`config.mk`:
```
export PLATFORM = sky130hd
export DESIGN_NAME = dtnf_normalizer
export DESIGN_NICKNAME = d
export VERILOG_FILES = /design/src/sv/dtnf_pkg.sv /design/src/sv/dtnf_normalizer.sv
export SDC_FILE = /design/constraint.sdc
export NUM_CORES = 1
export LEC_CHECK = 0
export BUFFER_PORTS_ARGS = -buffer_cell sky130_fd_sc_hd__buf_2
export CAP_MARGIN = 15
export CORE_MARGIN = 1.5
export CORE_UTILIZATION = 50
export DETAILED_ROUTE_END_ITERATION = 6
export PLACE_DENSITY = 0.73
export SLEW_MARGIN = 5
export SYNTH_ARGS = -nofsm -noshare
export SYNTH_HDL_FRONTEND = slang
export SYNTH_SLANG_ARGS = --single-unit
```
`constraint.sdc`:
```
create_clock -name clk -period 1.79 [get_ports clk]
set_input_delay 0.0895 -clock clk [delete_from_list [all_inputs] [get_ports clk]]
set_output_delay 0.0895 -clock clk [all_outputs]
set_load 0.03 [all_outputs]
```
`src/sv/dtnf_pkg.sv`:
```
// ----------------------------------------------------------------------------
// dtnf_pkg
// Shared widths, constants and the decimal scale table for the decimal
// fraction to normalized float converter.
// ----------------------------------------------------------------------------
package dtnf_pkg;

  // field widths
  localparam int INT_W   = 32;
  localparam int FRAC_W  = 32;
  localparam int DC_W    = 4;
  localparam int MANT_W  = 64;
  localparam int EXP_W   = 11;
  // 10^9 fits in 30 bits
  localparam int SCALE_W = 30;

  // number of binary fraction bits, one restoring step each
  localparam int FRAC_BITS = 32;

  // exponent bias, also the value for a zero mantissa, and start value
  localparam logic [EXP_W-1:0] EXP_BIAS  = 11'd1024;
  localparam logic [EXP_W-1:0] EXP_START = 11'd1055;

  // 10^digits, digit count saturated at nine
  function automatic logic [SCALE_W-1:0] scale_for(input logic [DC_W-1:0] digits);
    logic [SCALE_W-1:0] s;
    case (digits)
      4'd0:    s = 30'd1;
      4'd1:    s = 30'd10;
      4'd2:    s = 30'd100;
      4'd3:    s = 30'd1000;
      4'd4:    s = 30'd10000;
      4'd5:    s = 30'd100000;
      4'd6:    s = 30'd1000000;
      4'd7:    s = 30'd10000000;
      4'd8:    s = 30'd100000000;
      default: s = 30'd1000000000;
    endcase
    return s;
  endfunction

endpackage

```
`src/sv/dtnf_normalizer.sv`:
```
// ----------------------------------------------------------------------------
// dtnf_normalizer
// Three-stage left shifter that normalizes a nonzero mantissa so bit 63 is set,
// two shift steps per stage, and tracks the biased exponent.
// ----------------------------------------------------------------------------
module dtnf_normalizer (
  input  logic                          clk,
  input  logic                          rst,
  input  logic                          en,
  input  logic                          in_valid,
  input  logic [dtnf_pkg::MANT_W-1:0]   in_mant,
  output logic                          out_valid,
  output logic [dtnf_pkg::MANT_W-1:0]   mantissa,
  output logic [dtnf_pkg::EXP_W-1:0]    biased_exponent
);
  import dtnf_pkg::*;

  localparam int NSTAGE = 3;

  logic               valid_q [0:NSTAGE-1];
  logic [MANT_W-1:0]  mant_q  [0:NSTAGE-1];
  logic [EXP_W-1:0]   exp_q   [0:NSTAGE-1];

  logic [MANT_W-1:0]  m_a, m_b, m_c, m_d, m_e, m_f;
  logic [EXP_W-1:0]   e_a, e_b, e_c, e_d, e_e, e_f;

  // stage 1: shifts by 32 and 16
  always_comb begin
    if (in_mant[63:32] == '0) begin
      m_a = {in_mant[31:0], 32'd0};
      e_a = EXP_START - 11'd32;
    end else begin
      m_a = in_mant;
      e_a = EXP_START;
    end
    if (m_a[63:48] == '0) begin
      m_b = {m_a[47:0], 16'd0};
      e_b = e_a - 11'd16;
    end else begin
      m_b = m_a;
      e_b = e_a;
    end
  end

  // stage 2: shifts by 8 and 4
  always_comb begin
    if (mant_q[0][63:56] == '0) begin
      m_c = {mant_q[0][55:0], 8'd0};
      e_c = exp_q[0] - 11'd8;
    end else begin
      m_c = mant_q[0];
      e_c = exp_q[0];
    end
    if (m_c[63:60] == '0) begin
      m_d = {m_c[59:0], 4'd0};
      e_d = e_c - 11'd4;
    end else begin
      m_d = m_c;
      e_d = e_c;
    end
  end

  // stage 3: shifts by 2 and 1, zero mantissa gets the bias as exponent
  always_comb begin
    if (mant_q[1][63:62] == '0) begin
      m_e = {mant_q[1][61:0], 2'd0};
      e_e = exp_q[1] - 11'd2;
    end else begin
      m_e = mant_q[1];
      e_e = exp_q[1];
    end
    if (!m_e[63]) begin
      m_f = {m_e[62:0], 1'b0};
      e_f = e_e - 11'd1;
    end else begin
      m_f = m_e;
      e_f = e_e;
    end
    if (!m_f[63]) begin
      e_f = EXP_BIAS;
    end
  end

  // valid bits
  always_ff @(posedge clk) begin
    if (rst) begin
      valid_q[0] <= 1'b0;
      valid_q[1] <= 1'b0;
      valid_q[2] <= 1'b0;
    end else if (en) begin
      valid_q[0] <= in_valid;
      valid_q[1] <= valid_q[0];
      valid_q[2] <= valid_q[1];
    end
  end

  // payload registers
  always_ff @(posedge clk) begin
    if (en) begin
      mant_q[0] <= m_b;
      exp_q[0]  <= e_b;
      mant_q[1] <= m_d;
      exp_q[1]  <= e_d;
      mant_q[2] <= m_f;
      exp_q[2]  <= e_f;
    end
  end

  assign out_valid       = valid_q[NSTAGE-1];
  assign mantissa        = mant_q[NSTAGE-1];
  assign biased_exponent = exp_q[NSTAGE-1];

endmodule

```
* Yosys cells after proc, flatten, opt, wreduce, memory -nomap -nowiden
Memory sizes are Yosys's and may differ from the RTL's. Index checks and enable logic that the tools add are counted. Widths: inputs -> output; s select.
Cells by class: multiplexer cells 22, add/subtract/negate cells 5, reductions and logical operators 5, bitwise operators 3
Operators by type and width (count):
- $mux 64 | 6
- $mux 11 | 7
- $logic_not 32->1 | 1
- $logic_not 16->1 | 1
- $sub 11x1->11 const B | 1
- $sub 11x2->11 const B | 1
- $sub 11x3->11 const B | 1
- $sub 11x4->11 const B | 1
- $sub 11x5->11 const B | 1
- $mux 1 | 9
- $logic_not 8->1 | 1
- $logic_not 4->1 | 1
- $or 1x1->1 | 3
- $logic_not 2->1 | 1
Word-level totals: input port bits 68, logic and storage cells 38, memories 3, output and inout bits 76, RAM bits 228, register bits 0
Memory list:
- mant_q | depth 3, width 64, read ports 3, clocked after memory_dff 0, write ports 3, RTL line dtnf_normalizer.sv:21 | logic [MANT_W-1:0] mant_q [0:NSTAGE-1];
- exp_q | depth 3, width 11, read ports 3, clocked after memory_dff 0, write ports 3, RTL line dtnf_normalizer.sv:22 | logic [EXP_W-1:0] exp_q [0:NSTAGE-1];
- valid_q | depth 3, width 1, read ports 3, clocked after memory_dff 0, write ports 3, RTL line dtnf_normalizer.sv:20 | logic valid_q [0:NSTAGE-1];

* Depth between registers and ports, before layout
word-level depth 5, mapped depth 7, gate-level depth less buffers 5

* Least setup slack after synthesis
Ideal clock, no wire load.
path kind register -> register, start memory mant_q[0][56], end memory mant_q[1][47], in the netlist mant_q[0][111], data pin, setup slack -152 ps, required time 1516 ps, clock period less this slack 1942 ps, arrival time 1668 ps, stages on the path, launching flop included 8, path buffers 2, cell sequence edfxtp_1 > or4_1 > buf_4 > nor2_8 > inv_2 > buf_2 > a211oi_1 > a31oi_1
RTL lines (RTL line):
- from (decl) | dtnf_normalizer.sv:21

==> PnR_summary.wiki <==
{| class="wikitable"
! Metric !! Value
|-
| Cell taking the most area after synthesis || sky130_fd_sc_hd__edfxtp_1
|-
| Number of enable flip-flop cells after synthesis || 210
|-
| Kind of cell adding the most delay to the critical path || simple AND/OR/NAND/NOR gates
|-
| Slew Limit Fails || 0
|-
| Port buffer count || approximately 140
|-
| DRT antenna net count || 0
|-
| Router iterations before antenna repair || 7
|-
| Highest Clock Rate || between 500 and 600 MHz
|-
| Worst-path cell chain || or4_4 -> nor2_8 -> inv_6 -> buf_12 -> a211oi_1 -> a31oi_1
|-
| Share of the synthesized area in the top cell type || 55.5%
|-
| Static leakage power || 0.00573 uW
|-
| Area of the mapped netlist || around 11000 sq um
|-
| Remaining max-slew budget at the tightest pin || 61.5%
|-
| Ant diodes || 0
|-
| Mean instance size in the synthesized netlist || 11.4 sq um
|-
| Maximum buffer depth of the clock tree || 3
|-
| Final RePlAce weighted congestion || 0.917
|-
| Final Setup Violations || 47
|-
| Grt total ovfl || 0
|-
| Largest net degree at the start of global routing || 62
|-
| Chip Height || 154 microns
|-
| Tcrit/Tclk final || 109%
|-
| Via count of the first global-routing pass || 8250
|-
| Sink count of the clock tree || 210
|-
| Max H-tree Level || 1
|-
| Minimum period implied by the final worst setup slack || approximately 1.9 ns
|-
| Crit path required time || 2.03 ns
|-
| Worst-case hold slack || -0.00612 ns
|-
| Proportion of synthesized chip area in sequential cells || 55.5%
|-
| Post-layout total power || 13100 uW
|-
| Setup repair after global routing missed its margin || yes
|-
| YS warnings || 0
|-
| Area post-placement || 12700 sq um
|-
| DRC violations left || 1
|-
| Num rows || 54
|-
| Final layout net count || 1242
|-
| Most area-consuming cells after synthesis || sky130_fd_sc_hd__edfxtp_1 (56%), sky130_fd_sc_hd__mux2i_1 (12%), sky130_fd_sc_hd__buf_4 (5.0%)
|-
| Library cell with the highest instance count after synthesis || sky130_fd_sc_hd__edfxtp_1
|-
| Antenna violations before repair || 0
|-
| Worst min path class || input port to flop
|-
| Setup clock skew after layout || 0.0142 ns
|-
| Later-pin clock latency in the skew report || ~0.50 ns
|-
| # Max-Cap Violations || 0
|-
| Post-synth cell types || 36
|-
| First-pass GRT wire length || 44600 microns
|-
| Total half-perimeter wirelength after legalization and detailed placement || 20700 microns
|-
| Starting density of the core || 51.6%
|-
| Floorplan die width || 154 microns
|-
| Slew of the pin with the lowest slew margin || between 0.5 and 0.6 ns
|-
| Combined buffer and inverter count along the critical path || 2
|-
| Cell type of the slowest stage on the worst timing path || sky130_fd_sc_hd__or4_4
|-
| Via total after detailed routing || 8725
|-
| Total nets after synthesis || 1060
|-
| Core Region || 22000 sq um
|-
| Routed wire per std cell || around 20 microns
|-
| Clock root buffer || sky130_fd_sc_hd__clkbuf_16
|-
| Fin area || 14300 sq um
|-
| Routed wire length || 29800 microns
|-
| Layout overhead on the synthesized area || 25.6%
|-
| Mapped Cells || 992
|-
| Largest incremental delay on the critical path || 0.59 ns
|-
| IR drop worst, VDD || 0.486 mV
|-
| Num CTS Buffers || 22
|-
| Clock tree from TritonCTS || done
|-
| Kind of critical path || flop to flop
|-
| Outcome || finished with violations
|-
| All-layer global routing usage || between 20% and 30%
|-
| Final worst setup slack || -0.157 ns
|-
| Failing checks || design-rule violations, negative hold slack, negative setup slack
|-
| Number of DRC markers after the initial detailed-route iteration || 922
|-
| Fraction of layout instances using a drive strength above 1 || 32.1%
|-
| Number of register bits inferred by synthesis || 210
|-
| Startpoint type of the worst setup path || flop
|-
| CP Capture Type || flop
|-
| Proportion of register bits with asynchronous set or reset after synthesis || 0%
|-
| Cell types with the highest counts after synthesis || sky130_fd_sc_hd__edfxtp_1 (210), sky130_fd_sc_hd__mux2i_1 (132), sky130_fd_sc_hd__nand2_1 (109)
|-
| CTS clk-pin slew, worst paths || about 0.06 ns
|-
| Drt via density || a little under 6
|-
| P per Cell Area || just over 900 nW/um^2
|-
| Top-Level Pins || 144
|-
| Crit Path Max Fanout || 29
|-
| Final hold violations || 2
|-
| Data arrival at the endpoint of the critical path || 2.18 ns
|-
| Total Die Area || 23600 sq um
|-
| Main flop type after synthesis || sky130_fd_sc_hd__edfxtp_1
|}
[layer usage]
metal  GRT usage, %  part of all wire (%)  vias up
met2           38.8                    47      487
met5              0                     0        -
met3           3.41                   8.6       94
li1               -                     -     4034
met4           9.71                   4.1        0
met1           32.4                    41     4110
[cells by family after synthesis]
family | Yosys count | share of synthesized area, %
simple gates | 281 | 12.3
flops | 210 | 55.5
compound gates | 187 | 11.6
buf+inv | 182 | 8.98
mux | 132 | 11.6
[where the power goes]
group          switching, uW  internal, uW  total, uW
logic                   1160           796       1960
clock network           1830          3060       4890
registers                330          5960       6290
total                   3320          9810      13100
[final timing paths]
path                  from              to  slack, ns  cells after the start
max          mant_q[0][57]  mant_q[0][114]      -0.16                      6
max reg2reg  mant_q[0][57]  mant_q[0][114]      -0.16                      6
min            in_mant[53]   mant_q[0][53]     -0.006                      4
min reg2reg    exp_q[0][9]    exp_q[0][20]       0.42                      0
[layout make-up]
type / instances / area, sq um
fillers: 1646 / 7760
flip-flops and latches: 210 / 6310
multi-input cells: 600 / 4410
repair buffers: 300 / 2260
clock buffers: 25 / 583
well taps: 280 / 350
clock inverters: 15 / 204
inverters: 40 / 155
[cells in the final DEF (no fill, tap or decap), types with 3 or more instances in the layout]
| cell | Yosys | final |
|---|---|---|
| sky130_fd_sc_hd__nand2_2 | 1 | 3 |
| sky130_fd_sc_hd__clkinv_2 | 0 | 3 |
| sky130_fd_sc_hd__a22o_1 | 16 | 16 |
| sky130_fd_sc_hd__a31oi_1 | 47 | 45 |
| sky130_fd_sc_hd__dlygate4sd3_1 | 0 | 24 |
| sky130_fd_sc_hd__and2_1 | 24 | 24 |
| sky130_fd_sc_hd__buf_2 | 29 | 143 |
| sky130_fd_sc_hd__a22oi_1 | 17 | 17 |
| sky130_fd_sc_hd__nor2_1 | 27 | 26 |
| sky130_fd_sc_hd__a21o_1 | 4 | 4 |
| sky130_fd_sc_hd__o41ai_1 | 17 | 11 |
| sky130_fd_sc_hd__bufinv_16 | 0 | 5 |
| sky130_fd_sc_hd__and4_1 | 3 | 3 |
| sky130_fd_sc_hd__buf_12 | 0 | 17 |
| sky130_fd_sc_hd__nor3_1 | 34 | 34 |
| sky130_fd_sc_hd__clkbuf_16 | 0 | 26 |
| sky130_fd_sc_hd__or4_4 | 0 | 3 |
| sky130_fd_sc_hd__edfxtp_1 | 210 | 210 |
| sky130_fd_sc_hd__buf_4 | 76 | 104 |
| sky130_fd_sc_hd__nand2_1 | 109 | 106 |
| sky130_fd_sc_hd__o41ai_2 | 0 | 6 |
| sky130_fd_sc_hd__inv_1 | 39 | 39 |
| sky130_fd_sc_hd__nor4_2 | 1 | 3 |
| sky130_fd_sc_hd__mux2i_1 | 132 | 132 |
| sky130_fd_sc_hd__and3_1 | 44 | 43 |
| sky130_fd_sc_hd__nand4_1 | 3 | 3 |
| sky130_fd_sc_hd__buf_6 | 2 | 7 |
| sky130_fd_sc_hd__nand3_1 | 9 | 7 |
| sky130_fd_sc_hd__a21oi_1 | 10 | 9 |
| sky130_fd_sc_hd__o21ai_0 | 25 | 23 |
| sky130_fd_sc_hd__a211oi_2 | 1 | 40 |
| sky130_fd_sc_hd__a211oi_1 | 44 | 4 |
| sky130_fd_sc_hd__nor2b_1 | 6 | 6 |
| sky130_fd_sc_hd__clkinv_1 | 0 | 4 |
| sky130_fd_sc_hd__nor4_1 | 14 | 11 |
[state kept, by name, indices dropped and copies added (netlist names)]
register / flops
mant_q: 192
exp_q: 15
valid_q: 3
[worst register-to-register path: stages, from the launching register on]
cell,delay (ns)
sky130_fd_sc_hd__edfxtp_1,0.38
sky130_fd_sc_hd__or4_4,0.59
sky130_fd_sc_hd__nor2_8,0.16
sky130_fd_sc_hd__inv_6,0.07
sky130_fd_sc_hd__buf_12,0.18
sky130_fd_sc_hd__a211oi_1,0.21
sky130_fd_sc_hd__a31oi_1,0.09
[metrics by stage]
stage | util (%) | setup TNS [ns] | worst slack, ns | std cells | hold slack (ns)
after floorplan | - | -4.66 | -0.119 | 992 | 0.202
after global placement | 57.8 | -7.60 | -0.247 | 1392 | 0.366
after detailed placement | 57.8 | -9.43 | -0.224 | 1392 | 0.377
after CTS | 62.9 | -2.97 | -0.0905 | 1456 | 0.000402
after global routing | 64.8 | -6.18 | -0.205 | 1470 | 0.00517
final | 64.8 | -2.88 | -0.157 | 1470 | -0.00612
[repair_timing]
action	in CTS	in global routing
pin swaps	1	11
gates resized for setup	25	48
hold buffers	23	1
gates cloned	0	4
buffers inserted	1	11
setup endpoints to repair	61	62
hold endpoints to repair	34	1
(Power assumes the default switching activity.)
